<file path="src/gnn_ram.sv">
`timescale 1ns / 1ps
module gnn_ram #(
    parameter int WIDTH = 8,
    parameter int DEPTH = 16
) (
    input  logic                     i_clk,
    input  logic                     i_we,
    input  logic [$clog2(DEPTH)-1:0] i_addr,
    input  logic [WIDTH-1:0]         i_wdata,
    output logic [WIDTH-1:0]         o_rdata
);
    logic [WIDTH-1:0] r_mem [DEPTH];

    always_ff @(posedge i_clk) begin
        if (i_we) begin
            r_mem[i_addr] <= i_wdata;
        end
        o_rdata <= r_mem[i_addr];
    end
endmodule
</file>
<file path="config.mk">
export PLATFORM = sky130hd
export DESIGN_NAME = gnn_ram
export DESIGN_NICKNAME = d
export VERILOG_FILES = /design/src/gnn_ram.sv
export SDC_FILE = /design/constraint.sdc
export NUM_CORES = 1
export LEC_CHECK = 0
export ABC_AREA = 1
export BUFFER_PORTS_ARGS = -buffer_cell sky130_fd_sc_hd__buf_2
export CORE_MARGIN = 2
export CORE_UTILIZATION = 26
export CTS_CLUSTER_DIAMETER = 30
export DETAILED_ROUTE_END_ITERATION = 7
export PLACE_DENSITY_LB_ADDON = 0.3
export SLEW_MARGIN = 20
export SYNTH_ARGS = -nofsm -noshare
export SYNTH_HDL_FRONTEND = slang
export SYNTH_SLANG_ARGS = --single-unit
export TNS_END_PERCENT = 100
</file>
<file path="constraint.sdc">
create_clock -name i_clk -period 3.7 [get_ports i_clk]
set_input_delay 0 -clock i_clk [delete_from_list [all_inputs] [get_ports i_clk]]
set_output_delay 0 -clock i_clk [all_outputs]
set_load 0.02 [all_outputs]
</file>
# [Word level (Yosys, flattened, before mapping)]
# Memory sizes are Yosys's and may differ from the RTL's. A register that Yosys moved wholly into a read port is not among the register bits.
# Cells that the tools add are included.
[word_totals] word_cells=3 inputBits=14 regBits=0 mem_count=1 ramBits=128 out_inout_bits=8
[mem_list] name="r_mem" words=16 width=8 read_ports=1 rd_clocked_by_memory_dff=1 write_ports=1 line="12" text="logic [WIDTH-1:0] r_mem [DEPTH];"
[op_classes] mux=2
[ops] operator="1-bit 2-to-1 mux" n=2

# [Depth between registers and ports, before layout]
# Gate-level depths: netlist of the first run.
[logic_depth] ltp_word=2 ltp_mapped=11 mapped_depth_nobuf=9

# [Worst setup path before layout of the first run]
# No wires, ideal clock.
[synth_timing] kind="input to register" from="input i_addr[1]" to="memory r_mem[3][0] (enable)" required_time_ns=3.330 setup_ns=0.370 n_path_buf=2 arrival_time_ns=1.007 slack_ns=2.323 cell_stages=4 path_cell_list="buf_2 > clkbuf_1 > nand3_1 > nor2_1"
[synth_lines] element="start, declared" line="8" text="input logic [$clog2(DEPTH)-1:0] i_addr,"
[synth_lines] element="end, declared" line="12"
# No word-level cell before the write port.

# [Worst setup path after layout of the first run]
[layout_timing] from="input i_addr[1]" to="memory r_mem[3][6] (enable)"
# No word-level cell before the write port.

==> impl_metrics.env, run 1 <==
export IMPL_layout_nets=585
export IMPL_synth_edff_count=128
export IMPL_floorplan_die_area_um2=22700
export IMPL_ir_drop_mv=0.339
export IMPL_numCtsBuffers=17
export IMPL_clock_path_buffers=2
export IMPL_yosysWarningCount=0
export IMPL_internal_power_w=0.00270
export IMPL_global_placer_s_final_weighted_congestion=0.804
export IMPL_syn_area_um2=5590
export IMPL_layout_filler_cells=2163
export IMPL_globalRoute_totalOverflow=0
export IMPL_synth_most_common_cell="sky130_fd_sc_hd__nand2_1"
export IMPL_synth_mux_area_fraction_pct=0
export IMPL_worst_path_max_fanout=35
export IMPL_drt_iter0_markers=315
export IMPL_worst_path_dominant_cell_family="simple AND/OR/NAND/NOR gates"
export IMPL_first_pass_iters=5
export IMPL_combinationalPowerShare_pct=6.1
export IMPL_share_of_synthesized_registers_carrying_an_async_set_or_reset_pct=0
export IMPL_worst_ep_required_time_ns=3.75
export IMPL_die_w_um=151
export IMPL_powerDensity_nw_per_um2=540
export IMPL_worstPathBufferInverterCount=1
export IMPL_finalClockSkew_ns=0.00635
export IMPL_worst_setup_path_startpoint="i_addr[1]"
export IMPL_switching_share_pct=23.2
export IMPL_max_cap_violations=0
export IMPL_setup_worst_path_start_class="input port"
export IMPL_post_cts_repair_setup_buffers=0
export IMPL_cts_root_buf="sky130_fd_sc_hd__clkbuf_16"
export IMPL_status="completed"
export IMPL_p_clk_share_pct=44.6
export IMPL_number_of_hold_buffers_added_after_cts=1
export IMPL_final_setup_tns_ns=0
export IMPL_wirelength_mm=12.8
export IMPL_cp_arrival_ns=1.51
export IMPL_timing_hold_worst_start="i_wdata[7]"
export IMPL_antenna_violations_before_repair=0
export IMPL_timing_final_setup_violations=0
export IMPL_pin_count_of_the_biggest_net_entering_global_routing=59
export IMPL_drc=0
export IMPL_syn_nets=562
export IMPL_synth_top_family_by_area="simple AND/OR/NAND/NOR gates"
export IMPL_grt_first_pass_wirelength_mm=19.9
export IMPL_yosys_area_share_xor_xnor_pct=0
export IMPL_synth_simple_gate_area_share_pct=24.8
export IMPL_synth_compound_gate_area_share_pct=0
export IMPL_post_drt_wl_per_cell_um=14.9
export IMPL_cts_sinks=136
export IMPL_hold_class="in2reg"
export IMPL_critical_path_class="in2reg"
export IMPL_power_switching_w=0.000815
export IMPL_detailedPlacementHpwl_mm=8.28
export IMPL_synth_ff_type="sky130_fd_sc_hd__edfxtp_1"
export IMPL_sequentialPowerShare_pct=49.3
export IMPL_final_min_clock_period_ns=1.46
export IMPL_area_growth_pct=16.4
export IMPL_cts_h_tree_lvls=4
export IMPL_timing_max_transition_violations_final=0
export IMPL_cpMaxStageDelayCell="sky130_fd_sc_hd__nor2_1"
export IMPL_number_of_different_library_cells_in_the_post_synthesis_netlist=11
export IMPL_place_worst_setup_slack_ns=1.79
export IMPL_worstMarginPinSlew_ns=0.855
export IMPL_syn_mean_instance_area_um2=10.2
export IMPL_layout_setup_ws_ns=2.24
export IMPL_synth_top_cells_by_area="sky130_fd_sc_hd__edfxtp_1 69%, sky130_fd_sc_hd__nand2_1 23%, sky130_fd_sc_hd__dfxtp_1 2.9%, sky130_fd_sc_hd__inv_1 1.4%, sky130_fd_sc_hd__nor2_1 1.2%"
export IMPL_hold_viol_final=0
export IMPL_end_kind="flip-flop"
export IMPL_io_pins=22
export IMPL_coreArea_um2=21100
export IMPL_timing_critical_path_cells="buf_2 > nand3_1 > nor2_1"
export IMPL_synth_largest_type_area_fraction_pct=68.7
export IMPL_seq_area_frac_synth_pct=71.6
export IMPL_drive_gt1_share_pct=9.26
export IMPL_synth_fa_ha_area_share_pct=0
export IMPL_die_y_um=151
export IMPL_max_stage_delay_ns=0.66
export IMPL_syn_inst=548
export IMPL_synth_top_cells_by_count="346 x sky130_fd_sc_hd__nand2_1, 128 x sky130_fd_sc_hd__edfxtp_1, 21 x sky130_fd_sc_hd__inv_1"
export IMPL_timing_max_slew_rel_slack_pct=42.8
export IMPL_min_period_over_period_pct=39.4
export IMPL_power_static_leakage_nw=2.70
export IMPL_row_count=53
export IMPL_io_buffer_count=21
export IMPL_drtAntennaViolNets=0
export IMPL_via_count=3635
export IMPL_clock_insertion_delay_worst_skew_ns=0.42
export IMPL_yosys_area_top_type="sky130_fd_sc_hd__edfxtp_1"
export IMPL_cts_tree="built"
export IMPL_initial_utilization_pct=26.5
export IMPL_cts_repair_resize_count=0
export IMPL_clock_fmax_ghz=0.686
export IMPL_grt_pass1_vias=3540
export IMPL_grt_usage_pct=12.1
export IMPL_grt_setup_unrepaired="no"
export IMPL_route_detailed_vias_per_inst=4.24
export IMPL_synth_seq_cells=136
export IMPL_clk_pin_slew_worst_paths_ns=0.06
export IMPL_antennaDiodeCount=0
export IMPL_critical_path_reg2reg_startpoint="r_mem[3][6]"
## path summary, 6_finish.rpt
path,endpoint,slack [ns],depth (start not counted)
setup reg to reg,o_rdata[6],2.60,8
setup / recovery,r_mem[3][6],2.24,3
hold / removal,r_mem[7][7],0.02,1
hold reg to reg,o_rdata[1],0.71,8
## final cells by class
class	count	area, um^2	area share [%]
Clock buffer	17	425	6.54
Clock inverter	14	125	1.92
Inverter	23	86.3	1.33
Multi-Input combinational cell	368	1390	21.3
Sequential cell	136	4000	61.5
Tap cell	275	344	5.29
Timing Repair Buffer	25	138	2.11
## through the flow
step	power (W)	hold WS, ns	instances	area (um^2)	util [%]
final	0.00351	0.0182	858	6510	30.9
after global routing	0.00364	0.0154	858	6510	30.9
after CTS	0.00354	0.0129	858	6510	30.9
after detailed placement	0.00198	0.418	826	5950	28.2
after global placement	0.00198	0.418	826	5950	28.2
after floorplan	0.00189	0.0989	548	5590	-
## power groups by stage
| stage | Combinational, W | Clock [W] | Sequential, W |
|---|---|---|---|
| 2_1_floorplan | 0.000119 | 0 | 0.00178 |
| 3_3_place_gp | 0.000214 | 0 | 0.00177 |
| 3_5_place_dp | 0.000213 | 0 | 0.00177 |
| 4_1_cts | 0.000216 | 0.00159 | 0.00173 |
| 5_1_grt | 0.000241 | 0.00166 | 0.00174 |
| 6_report | 0.000213 | 0.00157 | 0.00173 |
## state kept, by name (all words and copies together), names as in the netlist
name	flops
o_rdata	8
r_mem	128
## metal layers
| layer | share of wire, % | GRT usage, % |
|---|---|---|
| met5 | 0 | 0 |
| met4 | 1.4 | 3.69 |
| met3 | 5.7 | 3.30 |
| met2 | 46 | 19.0 |
| met1 | 47 | 16.3 |
## cells in the final DEF, fill, tap and decap left out, types with 4 or more instances in the layout
cell type and count:
sky130_fd_sc_hd__nor2_1 18, sky130_fd_sc_hd__dfxtp_1 8, sky130_fd_sc_hd__edfxtp_1 128, sky130_fd_sc_hd__clkbuf_16 17, sky130_fd_sc_hd__nand2_1 346, sky130_fd_sc_hd__inv_6 4
sky130_fd_sc_hd__inv_1 21, sky130_fd_sc_hd__nand3_1 4, sky130_fd_sc_hd__clkinvlp_4 4, sky130_fd_sc_hd__buf_2 21
## logic make-up after synthesis
group | count (synthesis)
buffers and inverters | 44
DFF | 136
and+or+nand+nor | 368
Power figures use the tool's default switching activity.
==> inputs of run 2 (changes only) <==
Clock period 3.7 ns to 1.3 ns, I/O delays scaled along.
==> run 2 against run 1 <==
  * Hold slack gained 0.0082 ns
  * Utilization is 1.3 points higher
  * Count of clock-buffer cells in the layout is the same
  * Design area increased by 4.1%
  * Final cell count grew 2.9%
==> impl_metrics.env, run 2 (synthesis gave the netlist of run 1 again) <==
export IMPL_global_placer_s_final_weighted_congestion=0.811
export IMPL_holdPathStages=1
export IMPL_layout_cells_most_common_list="346 x sky130_fd_sc_hd__nand2_1, 128 x sky130_fd_sc_hd__edfxtp_1, 24 x sky130_fd_sc_hd__buf_4, 21 x sky130_fd_sc_hd__inv_1, 21 x sky130_fd_sc_hd__buf_2"
export IMPL_first_pass_iters=4
export IMPL_route_detailed_vias_per_inst=4.23
export IMPL_layout_nets=609
export IMPL_worst_ep_required_time_ns=1.60
export IMPL_power_static_leakage_nw=2.86
export IMPL_via_count=3736
export IMPL_clk_pin_slew_worst_paths_ns=0.06
export IMPL_cts_tree="built"
export IMPL_numCtsBuffers=17
export IMPL_timing_max_slew_rel_slack_pct=69.1
export IMPL_end_kind="flip-flop"
export IMPL_timing_critical_path_cells="nand2_1 > nand2_1 > nand2_1 > nand2_1 > nand2_1 > nand2_1 > inv_1 > nand2_1"
export IMPL_io_buffer_count=21
export IMPL_clock_fmax_ghz=0.943
export IMPL_hold_class="in2reg"
export IMPL_largest_register_ff_count=128
export IMPL_worstHoldEndpoint="r_mem[5][7]"
export IMPL_setup_worst_path_start_class="flip-flop"
export IMPL_timing_final_setup_violations=0
export IMPL_initial_utilization_pct=26.5
export IMPL_wl_met1_mm=6.20
export IMPL_post_drt_wl_per_cell_um=14.8
export IMPL_grt_setup_unrepaired="no"
export IMPL_drive_gt1_share_pct=14.5
export IMPL_worst_r2r_endpoint="o_rdata[0]"
export IMPL_final_core_utilization_pct=32.1
export IMPL_coreArea_um2=21100
export IMPL_wirelength_mm=13.1
export IMPL_status="completed"
export IMPL_layout_cells_most_common="sky130_fd_sc_hd__nand2_1"
export IMPL_io_pins=22
export IMPL_detailedPlacementHpwl_mm=8.49
export IMPL_pin_count_of_the_biggest_net_entering_global_routing=47
export IMPL_die_w_um=151
export IMPL_post_cts_repair_setup_buffers=0
export IMPL_drtAntennaViolNets=0
export IMPL_crit_path_frequent_cell="sky130_fd_sc_hd__nand2_1"
export IMPL_drt_iter0_markers=363
export IMPL_area_sequential_um2=4000
export IMPL_row_count=53
export IMPL_grt_usage_pct=12.6
export IMPL_powerDensity_nw_per_um2=1500
export IMPL_antenna_violations_before_repair=0
export IMPL_max_cap_violations=0
export IMPL_clock_path_buffers=2
export IMPL_worst_path_max_fanout=1
export IMPL_floorplan_die_area_um2=22700
export IMPL_hold_slack_ns=0.0264
export IMPL_grt_pass1_vias=3929
export IMPL_cts_root_buf="sky130_fd_sc_hd__clkbuf_16"
export IMPL_topRoutingLayerUsed="met4"
export IMPL_cts_sinks=136
export IMPL_postPlaceCellArea_um2=6210
export IMPL_hold_viol_final=0
export IMPL_antennaDiodeCount=0
export IMPL_route_met2_wl_mm=6.24
export IMPL_timing_hold_worst_start="i_wdata[7]"
export IMPL_finalClockSkew_ns=0.00678
export IMPL_cpMaxStageDelayCell="sky130_fd_sc_hd__edfxtp_1"
export IMPL_worst_path_dominant_cell_family="simple AND/OR/NAND/NOR gates"
export IMPL_ff2ff_path_depth=8
export IMPL_drc=0
export IMPL_cp_arrival_ns=1.36
export IMPL_area_of_combinational_cells_with_multiple_inputs_um2=1410
export IMPL_final_setup_tns_ns=0
export IMPL_reg2reg_setup_slack_ns=0.24
export IMPL_final_min_clock_period_ns=1.06
export IMPL_largest_register="r_mem"
export IMPL_max_stage_delay_ns=0.35
export IMPL_layout_filler_cells=2150
export IMPL_critical_path_reg2reg_startpoint="r_mem[7][0]"
export IMPL_critical_path_class="reg2reg"
export IMPL_final_area_um2=6770
export IMPL_worstMarginPinSlew_ns=0.464
export IMPL_met3RoutedLength_um=523
export IMPL_cts_repair_resize_count=0
export IMPL_min_period_over_period_pct=81.6
export IMPL_worstPathBufferInverterCount=1
export IMPL_cts_h_tree_lvls=4
export IMPL_grt_first_pass_wirelength_mm=20.7
export IMPL_globalRoute_totalOverflow=0
export IMPL_ir_drop_mv=0.890
export IMPL_area_growth_pct=21.1
export IMPL_die_y_um=151
export IMPL_clock_insertion_delay_worst_skew_ns=0.42
export IMPL_number_of_hold_buffers_added_after_cts=0
export IMPL_timing_max_transition_violations_final=0
export IMPL_largest_registers="r_mem (128), o_rdata (8)"
[run 2: changes by cell type in the layout (fill, tap and decap cells not counted)]
cell and change:
sky130_fd_sc_hd__nor2_2 +8, sky130_fd_sc_hd__buf_4 +21, sky130_fd_sc_hd__buf_12 +4, sky130_fd_sc_hd__clkinvlp_4 -3
sky130_fd_sc_hd__nor2_1 -8, sky130_fd_sc_hd__dlygate4sd3_1 -1, sky130_fd_sc_hd__inv_8 +2, sky130_fd_sc_hd__clkinv_4 +2
[run 2: worst max-delay path by stage]
stage	from	end	slack, ns	cells past startpoint
final	r_mem[7][0]	o_rdata[0]	0.24	8
after global routing	r_mem[7][6]	o_rdata[6]	0.11	8
after CTS	r_mem[7][6]	o_rdata[6]	0.24	8
after detailed placement	i_addr[0]	r_mem[3][6]	-0.04	5
after global placement	i_addr[0]	r_mem[3][2]	-0.07	5
after floorplan	i_addr[1]	r_mem[3][0]	-0.08	4
[run 2: per-layer routing]
metal / GRT usage [%] / up-vias
met5: 0 / -
met4: 3.88 / 0
met3: 3.45 / 11
met2: 20.3 / 82
met1: 16.6 / 1795
li1: - / 1848
[run 2: worst reg2reg max path: stages (launching register included)]
cell and delay, ns:
sky130_fd_sc_hd__edfxtp_1 0.35, sky130_fd_sc_hd__nand2_1 0.09, sky130_fd_sc_hd__nand2_1 0.05, sky130_fd_sc_hd__nand2_1 0.05, sky130_fd_sc_hd__nand2_1 0.05, sky130_fd_sc_hd__nand2_1 0.08, sky130_fd_sc_hd__nand2_1 0.07, sky130_fd_sc_hd__inv_1 0.10
sky130_fd_sc_hd__nand2_1 0.10
[run 2: area by class of cell]
class	count	area share, %
clock inverters	15	2.11
multi-input cells	368	20.8
repair buffers	49	5.39
inverters	23	1.27
flip-flops and latches	136	59.1
well taps	275	5.08
clock buffers	17	6.28
[run 2: power breakdown]
| part | leakage (nW) | total [W] | switching (W) | internal [W] |
|---|---|---|---|---|
| registers | 1.22 | 0.00493 | 0.0000253 | 0.00490 |
| clock network | 0.278 | 0.00458 | 0.00191 | 0.00267 |
| logic | 1.36 | 0.000666 | 0.000478 | 0.000188 |
| total | 2.86 | 0.0102 | 0.00242 | 0.00776 |
[run 2: metrics by stage]
stage	instances	setup WS (ns)	power, W
5_1_grt	883	0.115	0.0106
2_1_floorplan	548	-0.0772	0.00540
6_report	883	0.239	0.0102
3_5_place_dp	851	-0.0407	0.00569
4_1_cts	883	0.240	0.0103
3_3_place_gp	851	-0.0737	0.00569
